### src/rtl/assert_macros.svh
// assertion helpers, compiled out for synthesis
`ifndef ASSERT_MACROS_SVH
`define ASSERT_MACROS_SVH

`ifndef SYNTHESIS

`define BPCP_ASSERT(lbl, clk, rstn, prop) \
  lbl: assert property (@(posedge clk) disable iff (!(rstn)) (prop)) \
    else $error("assertion failed");

`define BPCP_NEVER(lbl, clk, rstn, expr) \
  lbl: assert property (@(posedge clk) disable iff (!(rstn)) !(expr)) \
    else $error("forbidden condition seen");

`else

`define BPCP_ASSERT(lbl, clk, rstn, prop)

`define BPCP_NEVER(lbl, clk, rstn, expr)

`endif

`endif

### src/rtl/bpcp_pkg.sv
package bpcp_pkg;

  localparam int PATTERN_BITS_DEF = 15;

  localparam int DELTA_W   = 5;
  localparam int CNT_W     = 6;
  localparam int PEN_W     = 16;
  localparam int POS_W     = 17;
  localparam int DIM_W     = 13;
  localparam int COLOR_W   = 8;
  localparam int PIX_W     = 12;
  localparam int AXIS_W    = 2;
  localparam int CFG_IDX_W = 2;

  localparam logic [AXIS_W-1:0] AXIS_Y     = 2'd0;
  localparam logic [AXIS_W-1:0] AXIS_X     = 2'd1;
  localparam logic [AXIS_W-1:0] AXIS_UNSET = 2'd2;

  localparam logic [DIM_W-1:0] CLIP_MAX = 13'd4096;

  localparam logic OP_MOVE = 1'b0;
  localparam logic OP_DRAW = 1'b1;

  localparam logic [CFG_IDX_W-1:0] REG_WIDTH  = 2'd0;
  localparam logic [CFG_IDX_W-1:0] REG_HEIGHT = 2'd1;
  localparam logic [CFG_IDX_W-1:0] REG_COLOR  = 2'd2;

  localparam logic [DIM_W-1:0]   WIDTH_RST  = 13'd1024;
  localparam logic [DIM_W-1:0]   HEIGHT_RST = 13'd1024;
  localparam logic [COLOR_W-1:0] COLOR_RST  = 8'd0;

  typedef struct packed {
    logic             cand_vld;
    logic             fin;
    logic [PIX_W-1:0] x;
    logic [PIX_W-1:0] y;
  } bpcp_req_t;

  // true when a signed position lies inside [0, lim), lim clamped to the raster max
  function automatic logic pix_visible(logic [POS_W-1:0] v, logic [DIM_W-1:0] lim);
    logic [DIM_W-1:0] l;
    l = (lim > CLIP_MAX) ? CLIP_MAX : lim;
    return !v[POS_W-1] && (v[PEN_W-1:0] < {{(PEN_W-DIM_W){1'b0}}, l});
  endfunction

endpackage

### src/rtl/bpcp_seq.sv
`include "assert_macros.svh"

module bpcp_seq #(
  parameter int PATTERN_BITS = bpcp_pkg::PATTERN_BITS_DEF
) (
  input  logic                              clk,
  input  logic                              rst_n,
  input  logic                              in_valid,
  output logic                              in_ready,
  input  logic                              in_operation,
  input  logic signed [bpcp_pkg::PEN_W-1:0] in_start_x,
  input  logic signed [bpcp_pkg::PEN_W-1:0] in_start_y,
  input  logic signed [bpcp_pkg::DELTA_W-1:0] in_delta_x,
  input  logic signed [bpcp_pkg::DELTA_W-1:0] in_delta_y,
  input  logic                              in_pen_up,
  input  logic [PATTERN_BITS-1:0]           in_step_bits,
  input  logic [bpcp_pkg::DIM_W-1:0]        raster_width,
  input  logic [bpcp_pkg::DIM_W-1:0]        raster_height,
  input  logic                              emit_rdy,
  output bpcp_pkg::bpcp_req_t               req
);
  import bpcp_pkg::*;

  localparam logic [1:0] S_IDLE = 2'd0;
  localparam logic [1:0] S_AXIS = 2'd1;
  localparam logic [1:0] S_STEP = 2'd2;
  localparam logic [1:0] S_FIN  = 2'd3;

  logic [1:0]              st_r;
  logic [PEN_W-1:0]        pen_x_r, pen_y_r;
  logic                    lsx_r;
  logic [AXIS_W-1:0]       pma_r;
  logic [POS_W-1:0]        x_r, y_r;
  logic                    xneg_r, yneg_r, diag_r, xmaj_r, up_r;
  logic [PATTERN_BITS-1:0] pat_r;
  logic [CNT_W-1:0]        cnt_r;

  logic [DELTA_W-1:0] ax, ay;
  logic [CNT_W-1:0]   count;
  logic               diag, xmaj, axis_emit, accept;
  logic               bit_x, step_x, step_y, emit_step;
  logic [POS_W-1:0]   nx, ny;

  assign in_ready = (st_r == S_IDLE);
  assign accept   = in_valid && in_ready;

  assign ax    = in_delta_x[DELTA_W-1] ? (DELTA_W'(0) - in_delta_x) : in_delta_x;
  assign ay    = in_delta_y[DELTA_W-1] ? (DELTA_W'(0) - in_delta_y) : in_delta_y;
  assign count = {1'b0, ax} + {1'b0, ay};
  assign diag  = (ax == ay);
  assign xmaj  = (ax > ay);
  // pen pixel goes out on a non-diagonal segment if the major axis is unknown, or changes after a minor step
  assign axis_emit = !diag && (pma_r[1] ||
                     (({1'b0, lsx_r} != pma_r) && (pma_r != {1'b0, xmaj})));

  // shared step unit: one move of the pen plus the clip compare
  assign bit_x     = pat_r[PATTERN_BITS-1];
  assign step_x    = diag_r || bit_x;
  assign step_y    = diag_r || !bit_x;
  assign nx        = step_x ? (xneg_r ? x_r - POS_W'(1) : x_r + POS_W'(1)) : x_r;
  assign ny        = step_y ? (yneg_r ? y_r - POS_W'(1) : y_r + POS_W'(1)) : y_r;
  assign emit_step = diag_r || (bit_x == xmaj_r);

  always_comb begin
    req.cand_vld = 1'b0;
    req.fin      = 1'b0;
    req.x        = x_r[PIX_W-1:0];
    req.y        = y_r[PIX_W-1:0];
    case (st_r)
      S_AXIS: begin
        req.cand_vld = pix_visible(x_r, raster_width) && pix_visible(y_r, raster_height);
      end
      S_STEP: begin
        req.x        = nx[PIX_W-1:0];
        req.y        = ny[PIX_W-1:0];
        req.cand_vld = emit_step && pix_visible(nx, raster_width) &&
                       pix_visible(ny, raster_height);
      end
      S_FIN: begin
        req.fin = 1'b1;
      end
      default: begin
      end
    endcase
  end

  always_ff @(posedge clk) begin
    if (!rst_n) begin
      st_r    <= S_IDLE;
      pen_x_r <= '0;
      pen_y_r <= '0;
      lsx_r   <= 1'b0;
      pma_r   <= AXIS_UNSET;
    end else begin
      case (st_r)
        S_IDLE: begin
          if (accept) begin
            if (in_operation == OP_MOVE) begin
              pen_x_r <= in_start_x;
              pen_y_r <= in_start_y;
              lsx_r   <= 1'b0;
              pma_r   <= AXIS_UNSET;
            end else if (count != '0) begin
              pen_x_r <= pen_x_r + PEN_W'(in_delta_x);
              pen_y_r <= pen_y_r + PEN_W'(in_delta_y);
              if (in_pen_up) begin
                lsx_r <= 1'b1;
              end else if (diag) begin
                lsx_r <= 1'b0;
              end
              if (!diag) begin
                pma_r <= xmaj ? AXIS_X : AXIS_Y;
              end
              if (axis_emit) begin
                st_r <= S_AXIS;
              end else if (in_pen_up) begin
                st_r <= S_FIN;
              end else begin
                st_r <= S_STEP;
              end
            end
          end
        end
        S_AXIS: begin
          if (emit_rdy) begin
            st_r <= up_r ? S_FIN : S_STEP;
          end
        end
        S_STEP: begin
          if (emit_rdy) begin
            if (!diag_r) begin
              lsx_r <= bit_x;
            end
            if (cnt_r == CNT_W'(1)) begin
              st_r <= S_FIN;
            end
          end
        end
        S_FIN: begin
          if (emit_rdy) begin
            st_r <= S_IDLE;
          end
        end
        default: st_r <= S_IDLE;
      endcase
    end
  end

  // working registers of the step unit
  always_ff @(posedge clk) begin
    if (accept) begin
      x_r    <= {pen_x_r[PEN_W-1], pen_x_r};
      y_r    <= {pen_y_r[PEN_W-1], pen_y_r};
      xneg_r <= in_delta_x[DELTA_W-1];
      yneg_r <= in_delta_y[DELTA_W-1];
      diag_r <= diag;
      xmaj_r <= xmaj;
      up_r   <= in_pen_up;
      pat_r  <= in_step_bits;
      cnt_r  <= diag ? {1'b0, ax} : count;
    end else if (st_r == S_STEP && emit_rdy) begin
      x_r   <= nx;
      y_r   <= ny;
      pat_r <= {pat_r[PATTERN_BITS-2:0], 1'b0};
      cnt_r <= cnt_r - CNT_W'(1);
    end
  end

  `BPCP_NEVER(a_step_cnt_zero, clk, rst_n, (st_r == S_STEP) && (cnt_r == '0))
  `BPCP_NEVER(a_cand_state, clk, rst_n, req.cand_vld && !((st_r == S_AXIS) || (st_r == S_STEP)))

endmodule

### src/rtl/bpcp_emit.sv
`include "assert_macros.svh"

module bpcp_emit (
  input  logic                            clk,
  input  logic                            rst_n,
  input  bpcp_pkg::bpcp_req_t             req,
  input  logic [bpcp_pkg::COLOR_W-1:0]    pixel_color,
  output logic                            emit_rdy,
  output logic                            out_valid,
  input  logic                            out_ready,
  output logic [bpcp_pkg::PIX_W-1:0]      out_pixel_x,
  output logic [bpcp_pkg::PIX_W-1:0]      out_pixel_y,
  output logic [bpcp_pkg::COLOR_W-1:0]    out_pixel_value,
  output logic                            out_last_pixel
);
  import bpcp_pkg::*;

  logic               out_vld_r, out_last_r;
  logic [PIX_W-1:0]   out_x_r, out_y_r;
  logic [COLOR_W-1:0] out_val_r;
  logic               pend_vld_r;
  logic [PIX_W-1:0]   pend_x_r, pend_y_r;
  logic               load, load_last;

  // one pixel is held back so the final one of an item can carry the last flag
  assign emit_rdy  = !out_vld_r || out_ready;
  assign load      = emit_rdy && pend_vld_r && (req.cand_vld || req.fin);
  assign load_last = req.fin;

  always_ff @(posedge clk) begin
    if (!rst_n) begin
      out_vld_r  <= 1'b0;
      pend_vld_r <= 1'b0;
    end else begin
      if (load) begin
        out_vld_r <= 1'b1;
      end else if (out_ready) begin
        out_vld_r <= 1'b0;
      end
      if (emit_rdy && req.cand_vld) begin
        pend_vld_r <= 1'b1;
      end else if (emit_rdy && req.fin) begin
        pend_vld_r <= 1'b0;
      end
    end
  end

  always_ff @(posedge clk) begin
    if (load) begin
      out_x_r    <= pend_x_r;
      out_y_r    <= pend_y_r;
      out_val_r  <= pixel_color;
      out_last_r <= load_last;
    end
    if (emit_rdy && req.cand_vld) begin
      pend_x_r <= req.x;
      pend_y_r <= req.y;
    end
  end

  assign out_valid       = out_vld_r;
  assign out_pixel_x     = out_x_r;
  assign out_pixel_y     = out_y_r;
  assign out_pixel_value = out_val_r;
  assign out_last_pixel  = out_last_r;

  `BPCP_ASSERT(a_fin_clears, clk, rst_n, (emit_rdy && req.fin) |=> !pend_vld_r)
  `BPCP_ASSERT(a_cand_held, clk, rst_n, (emit_rdy && req.cand_vld) |=> pend_vld_r)

endmodule

### src/rtl/bit_pattern_curve_plotter_core.sv
// a pixel leaves once the next pixel of its item or the end of the item is reached, so it
// passes the pending register and then the output register; items are taken only when idle
// a drawn segment makes count steps (count = |delta_x| + |delta_y|, or |delta_x| when
// diagonal), a pen-up segment none, each plus an axis-change pixel where needed;
// a move or a zero displacement makes no steps; output stalls hold the step unit
// reset: synchronous active low; pen at the origin, axis unknown, width and height 1024
module bit_pattern_curve_plotter_core #(
  parameter int PATTERN_BITS = bpcp_pkg::PATTERN_BITS_DEF
) (
  input  logic                                clk,
  input  logic                                rst_n,
  input  logic                                in_valid,
  output logic                                in_ready,
  input  logic                                in_operation,
  input  logic signed [bpcp_pkg::PEN_W-1:0]   in_start_x,
  input  logic signed [bpcp_pkg::PEN_W-1:0]   in_start_y,
  input  logic signed [bpcp_pkg::DELTA_W-1:0] in_delta_x,
  input  logic signed [bpcp_pkg::DELTA_W-1:0] in_delta_y,
  input  logic                                in_pen_up,
  input  logic [PATTERN_BITS-1:0]             in_step_bits,
  output logic                                out_valid,
  input  logic                                out_ready,
  output logic [bpcp_pkg::PIX_W-1:0]          out_pixel_x,
  output logic [bpcp_pkg::PIX_W-1:0]          out_pixel_y,
  output logic [bpcp_pkg::COLOR_W-1:0]        out_pixel_value,
  output logic                                out_last_pixel,
  input  logic                                cfg_valid,
  output logic                                cfg_ready,
  input  logic [bpcp_pkg::CFG_IDX_W-1:0]      cfg_index,
  input  logic [bpcp_pkg::DIM_W-1:0]          cfg_data
);
  import bpcp_pkg::*;

  logic [DIM_W-1:0]   width_r, height_r;
  logic [COLOR_W-1:0] color_r;
  logic               emit_rdy;
  bpcp_req_t          req;

  assign cfg_ready = 1'b1;

  always_ff @(posedge clk) begin
    if (!rst_n) begin
      width_r  <= WIDTH_RST;
      height_r <= HEIGHT_RST;
      color_r  <= COLOR_RST;
    end else if (cfg_valid) begin
      case (cfg_index)
        REG_WIDTH:  width_r  <= cfg_data;
        REG_HEIGHT: height_r <= cfg_data;
        REG_COLOR:  color_r  <= cfg_data[COLOR_W-1:0];
        default: begin
        end
      endcase
    end
  end

  bpcp_seq #(
    .PATTERN_BITS (PATTERN_BITS)
  ) u_seq (
    .clk           (clk),
    .rst_n         (rst_n),
    .in_valid      (in_valid),
    .in_ready      (in_ready),
    .in_operation  (in_operation),
    .in_start_x    (in_start_x),
    .in_start_y    (in_start_y),
    .in_delta_x    (in_delta_x),
    .in_delta_y    (in_delta_y),
    .in_pen_up     (in_pen_up),
    .in_step_bits  (in_step_bits),
    .raster_width  (width_r),
    .raster_height (height_r),
    .emit_rdy      (emit_rdy),
    .req           (req)
  );

  bpcp_emit u_emit (
    .clk             (clk),
    .rst_n           (rst_n),
    .req             (req),
    .pixel_color     (color_r),
    .emit_rdy        (emit_rdy),
    .out_valid       (out_valid),
    .out_ready       (out_ready),
    .out_pixel_x     (out_pixel_x),
    .out_pixel_y     (out_pixel_y),
    .out_pixel_value (out_pixel_value),
    .out_last_pixel  (out_last_pixel)
  );

endmodule
### config.mk
export PLATFORM = sky130hd
export DESIGN_NAME = bit_pattern_curve_plotter_core
export DESIGN_NICKNAME = d
export VERILOG_FILES = /design/src/rtl/bpcp_pkg.sv /design/src/rtl/bpcp_seq.sv /design/src/rtl/bpcp_emit.sv /design/src/rtl/bit_pattern_curve_plotter_core.sv
export VERILOG_INCLUDE_DIRS = /design/src /design/src/rtl
export SDC_FILE = /design/constraint.sdc
export NUM_CORES = 1
export LEC_CHECK = 0
export BUFFER_PORTS_ARGS = -buffer_cell sky130_fd_sc_hd__buf_2
export CAP_MARGIN = 20
export CELL_PAD_IN_SITES_DETAIL_PLACEMENT = 1
export CELL_PAD_IN_SITES_GLOBAL_PLACEMENT = 2
export CORE_ASPECT_RATIO = 0.6
export CORE_MARGIN = 2
export CORE_UTILIZATION = 39
export CTS_BUF_LIST = sky130_fd_sc_hd__clkbuf_8
export DETAILED_ROUTE_END_ITERATION = 12
export PLACE_DENSITY = 0.8
export SYNTH_ARGS = -nofsm -noshare
export SYNTH_HDL_FRONTEND = slang
export SYNTH_HIERARCHICAL = 1
export SYNTH_SLANG_ARGS = --single-unit
### constraint.sdc
create_clock -name clk -period 8 [get_ports clk]
set_input_delay 0 -clock clk [delete_from_list [all_inputs] [get_ports clk]]
set_output_delay 0 -clock clk [all_outputs]
set_load 0.05 [all_outputs]
* Word level (Yosys, flattened, before mapping)
Cells that the tools add are included.
** Storage, ports and cells
- Register bits :: 190
- Bits of input ports :: 79
- Output and inout bits :: 36
- Logic and storage cells :: 157
** Cells by class
- Add/subtract/negate cells :: 10
- Order comparisons :: 7
- Equal/unequal tests :: 22
- Multiplexer cells :: 51
- Reductions and logical operators :: 42
** Operator list (number)
- $mux 17 :: 8
- $lt 16x13->1 :: 4
- $mux 16 :: 4
- $add 17x1->17 const B :: 2
- $sub 17x1->17 const B :: 2
- $add 16x16->16 :: 2
- $mux 15 :: 2
- $gt 13x13->1 const B :: 2
- $mux 13 :: 2
- $mux 24 :: 1
- $mux 2 :: 11
- $mux 6 :: 3
- $logic_and 1x1->1 :: 15
- $mux 1 :: 15
- $mux 5 :: 2
- $ne 2x1->1 const B :: 5
- $ne 2x2->1 const B :: 5
- $sub 1x5->5 const A :: 2
- $pmux 2 s4 :: 1
- $reduce_bool 2->1 :: 4
- $logic_not 1->1 :: 7
- $reduce_and 7->1 :: 1
- $add 5x5->6 :: 1
- $eq 2x2->1 const B :: 3
- 18 further kinds :: 28

* Depth between registers and ports, before layout
- Word-level depth :: 12
- Gate-level depth with buffers :: 18
- Mapped depth without buffers :: 18

* By module
Netlist, hierarchy kept.
** Modules (own cells, without submodules)
- bpcp_seq :: times used 1, cells each 1153, area each 9608.0 µm², sequential area each 2542.4 µm²
- bpcp_emit :: times used 1, cells each 66, area each 1808.0 µm², sequential area each 1751.7 µm²
- bit_pattern_curve_plotter_core :: times used 1, cells each 132, area each 1317.5 µm², sequential area each 680.7 µm²

* Least setup slack after synthesis
Ideal clock, no wire load.
- Kind :: flip-flop to flip-flop
- From :: register u_seq.xneg_r
- To :: register u_emit.out_last_r (netlist: u_emit/out_last_pixel) (enable)
- Setup time :: 0.427 ns
- Data arrival time :: 5.233 ns
- Data required time :: 7.573 ns
- Slack :: 2.340 ns
- Cell stages (with the launch flop) :: 19
- Path buffers :: 0
- Clock period less this slack :: 5.660 ns
- Cells stage by stage :: edfxtp_1 ha_1 o21ai_0 o21ai_1 a31oi_1 o21bai_1 a21oi_1 xnor2_1 mux2i_1 inv_1 ha_1 a21o_1 a21oi_1 a21oi_1 a311oi_1 nand4_1 o41ai_2 o21ai_0 nor2b_1
** RTL lines
- start, declared :: line bpcp_seq.sv:34 : logic xneg_r, yneg_r, diag_r, xmaj_r, up_r;
- start signal, assigned :: line bpcp_seq.sv:154 : xneg_r <= in_delta_x[DELTA_W-1];
- end signal, assigned :: line bpcp_emit.sv:53 : out_last_r <= load_last;
- end, declared :: line bpcp_emit.sv:18 : logic out_vld_r, out_last_r;

==> impl_metrics.py <==
metrics = {
    "hold_path": {
        "worstHoldPathCells": 4,
        "hold_path_class": "input port to flip-flop",
    },
    "cts": {
        "cts_sinks": 190,
        "clockRootBuffer": "clkbuf_8",
        "post_cts_resized": 0,
        "cts.htree.levels": 4,
        "cts_tree": "yes",
        "clock_path_buffers": 2,
        "clock_latency_ps": 520,
        "clkSlewWorstSetupHoldPaths_ps": 110,
        "numCtsBuffers": 17,
    },
    "synthesis": {
        "synthFlopType": "edfxtp_1",
        "synth_cell_types": 85,
        "syn_area_per_cell_sq_um": 9.43,
        "async_flop_share_pct": 0,
        "netlist_area_sq_um": 12700,
        "synth-compound-area-share_pct": 17.0,
        "ys_seq_area_share_pct": 39.1,
        "netlist_instances": 1351,
        "synth_xor_area_share_pct": 3.92,
        "synth_edf_count": 117,
        "synth_nets": 1561,
        "synth_top_family_by_area": "compound AO/OA/AOI/OAI gates",
        "muxShareOfSynthArea_pct": 6.77,
        "ys_ff_latch": 190,
        "synthSimpleGateAreaFrac_pct": 16.4,
        "synth-adder-area-share_pct": 13.2,
        "ys_warn_count": 6,
    },
    "power_and_ir_drop": {
        "clkPwrFrac_pct": 12.3,
        "p_seq_share_pct": 29.8,
        "switching_share_pct": 46.7,
        "p_switching_mw": 2.62,
        "intPower_mw": 2.98,
        "power_frac_comb_pct": 57.9,
        "powerDensity_nw_per_um2": 378,
        "p_leak_nw": 6.23,
        "power_mw": 5.60,
        "vdd_drop_max_uv": 159,
    },
    "outcome": {
        "status": "completed",
    },
    "die": {
        "die_x_um": 237,
        "rows": 51,
        "die_h_um": 144,
        "io_pins": 115,
        "initial_core_util_pct": 39.4,
        "die_area_sq_um": 34200,
        "core_sq_um": 32300,
    },
    "placement": {
        "numPortBuffers": 113,
        "gp_congestion": 0.837,
        "dpl_cell_area_sq_um": 13700,
        "dp_hpwl_um": 29400,
    },
    "setup_path": {
        "startpoint_type": "flip-flop",
        "r2r_end": "u_emit/out_pixel_x[2]",
        "ff2ff_setup_slack_ps": 2430,
        "required_ps": 8210,
        "worstSetupPathType": "flip-flop to flip-flop",
        "path_max_fanout": 31,
        "reg2reg_from": "u_seq/yneg_r",
        "critPathArrivalTime_ps": 5780,
        "crit_path_end_kind": "flip-flop",
        "crit_end": "u_emit/out_pixel_x[2]",
        "crit_path_start": "u_seq/yneg_r",
        "reg2reg_depth": 18,
    },
    "sta": {
        "finalHoldViolations": 0,
        "setup_violations": 0,
        "clock-skew-final_ps": 16.9,
        "fin_tns_setup_ps": 0,
        "final.period_utilization_pct": 69.7,
        "worst_pin_slew_ps": 1070,
        "fmax_mhz": 179,
        "slew_violations": 0,
        "max_slew_margin_pct": 26.6,
        "rsz0062_at_grt": "false",
        "hold_ws_ps": 37.6,
        "fin_crit_ps": 5570,
    },
    "grt": {
        "grt_max_degree": 65,
        "antenna_found_initial": 0,
        "grt_overflow": 0,
        "grt_pass1_wl_um": 62300,
        "track_usage_pct": 23.8,
        "grt_pass1_vias": 10900,
    },
    "detailed_routing": {
        "wirelength_um": 39600,
        "avgRoutedWirePerCell_um": 20.3,
        "postRouteAntennaNets": 0,
        "drc": 0,
        "vias_per_cell": 5.48,
        "dr.pass1.iters": 5,
        "vias": 10700,
        "drt_iter0_markers": 622,
    },
    "layout": {
        "drive_above_1_share_pct": 13.2,
        "area_growth_pct": 16.4,
        "insertedDiodeCount": 0,
        "nets": 1721,
        "postLayoutCellArea_sq_um": 14800,
        "utilization_pct": 45.9,
    },
    "job": {
        "drv_cap": 0,
    },
}
state kept, by name (all words and copies together) (netlist names), 2 cells and up:
signal                  count
u_seq/pat_r                15
u_emit/pend_x_r            12
u_seq/pma_r                 2
color_r                     8
u_seq/st_r                  2
u_seq/pen_y_r              16
u_seq/pen_x_r              16
u_seq/y_r                  17
width_r                    13
height_r                   13
u_emit/pend_y_r            12
u_emit/out_pixel_value      8
u_emit/out_pixel_x         12
u_seq/cnt_r                 6
u_emit/out_pixel_y         12
u_seq/x_r                  17
cell usage after synthesis, drive strengths merged, types with 4 or more instances:
cell type,count,area [sq um]
nand2b,12,82.6
nand2,172,646
xnor2,40,350
and3,7,43.8
a211oi,35,283
mux2i,76,761
or2,6,37.5
a21boi,4,30.0
nor3,28,140
o31ai,13,116
or3,4,25.0
nor3b,6,50.1
o21a,13,97.6
nand4,9,56.3
or3b,4,35.0
nor4b,11,96.3
o211ai,5,37.5
nand3,19,95.1
ha,126,1580
clkbuf,36,145
nor2,120,450
xor2,17,149
dfxtp,73,1460
nor2b,12,75.1
buf,18,91.3
a21oi,113,569
a311oi,4,35.0
and2,6,40.0
mux2,9,101
o21bai,9,71.3
o21ai,68,340
a31oi,13,81.3
edfxtp,117,3510
a21o,24,180
fa,5,100
inv,63,236
nand3b,9,67.6
placed cells by master (no fill, tap or decap), drive strengths merged, types with 6 or more instances in the layout:
cell type and instances:
nand3b 9, dlygate4sd3 69, nand3 19, xnor2 40, a31oi 13, mux2i 76, nand2 172, ha 126
xor2 17, o21bai 9, a21oi 113, buf 126, clkbuf 18, inv 73, and3 7, nor3b 6
mux2 9, edfxtp 117, o21ai 68, nand2b 12, nor4b 11, a21o 24, or2 6, nand4 9
dfxtp 73, o31ai 13, nor2b 12, o21a 13, a211oi 35, and2 6, nor3 28, nor2 120
per-layer routing:
layer / wire [um] / up-vias / track usage, %
li1: - / 5233 / -
met1: 20700 / 5250 / 35.2
met2: 16900 / 175 / 36.1
met3: 1490 / 26 / 4.01
met4: 432 / 0 / 4.97
met5: 0 / - / 0
logic make-up after synthesis:
| kind of cell | after synthesis |
|---|---|
| AO/OA/AOI/OAI | 331 |
| AND/OR/NAND/NOR | 439 |
| multiplexers | 85 |
| adder cells (fa/ha/maj) | 131 |
| flip-flops | 190 |
| buffers and inverters | 117 |
| XOR/XNOR | 57 |
| other | 1 |
power by group through the flow:
stage	sequential [mW]	combinational, mW	clock (mW)
final	1.67	3.25	0.690
after global placement	1.68	3.08	0
after floorplan	1.56	2.34	0
after CTS	1.66	3.22	0.713
after detailed placement	1.68	3.17	0
after global routing	1.70	3.64	0.748
critical path, cell delays in order (launching register included):
cell      delay (ps)
edfxtp_1         960
ha_1             440
a21oi_1          250
o21ai_0          210
a21o_1           220
a211oi_1         250
o31a_1           210
inv_1             60
ha_1             300
nand4_1          110
a311oi_1          70
a211oi_1         390
o21ai_0          210
a311oi_1         290
nand4_1          150
o41ai_2          390
o21ai_0          240
nor2b_4          250
buf_12           240
timing repair:
action | in CTS | in global routing
hold buffers | 69 | 0
hold endpoints to repair | 88 | 0
buffers inserted | 0 | 0
how the worst min path moves through the flow:
stage | from | endpoint
3_5_place_dp | in_pen_up | u_seq/up_r
2_1_floorplan | in_pen_up | u_seq/up_r
5_1_grt | in_delta_x[0] | u_seq/cnt_r[0]
4_1_cts | in_delta_x[0] | u_seq/cnt_r[0]
3_3_place_gp | in_pen_up | u_seq/up_r
6_report | in_delta_x[0] | u_seq/cnt_r[0]
layout make-up:
| type | count | area [sq um] |
|---|---|---|
| clock buffers | 18 | 248 |
| flip-flops and latches | 190 | 4970 |
| clock inverters | 14 | 159 |
| inverters | 63 | 236 |
| repair buffers | 195 | 1370 |
| fillers | 3731 | 17500 |
| multi-input cells | 1044 | 7310 |
| well taps | 424 | 531 |
stage by stage:
| step | setup WS (ps) | std cells |
|---|---|---|
| floorplan | 2340 | 1351 |
| detailed placement | 1990 | 1846 |
| global route | 2090 | 1948 |
| global placement | 2290 | 1846 |
| CTS | 1960 | 1947 |
| finish | 2430 | 1948 |
No activity file was read; power rests on OpenSTA's default activity.
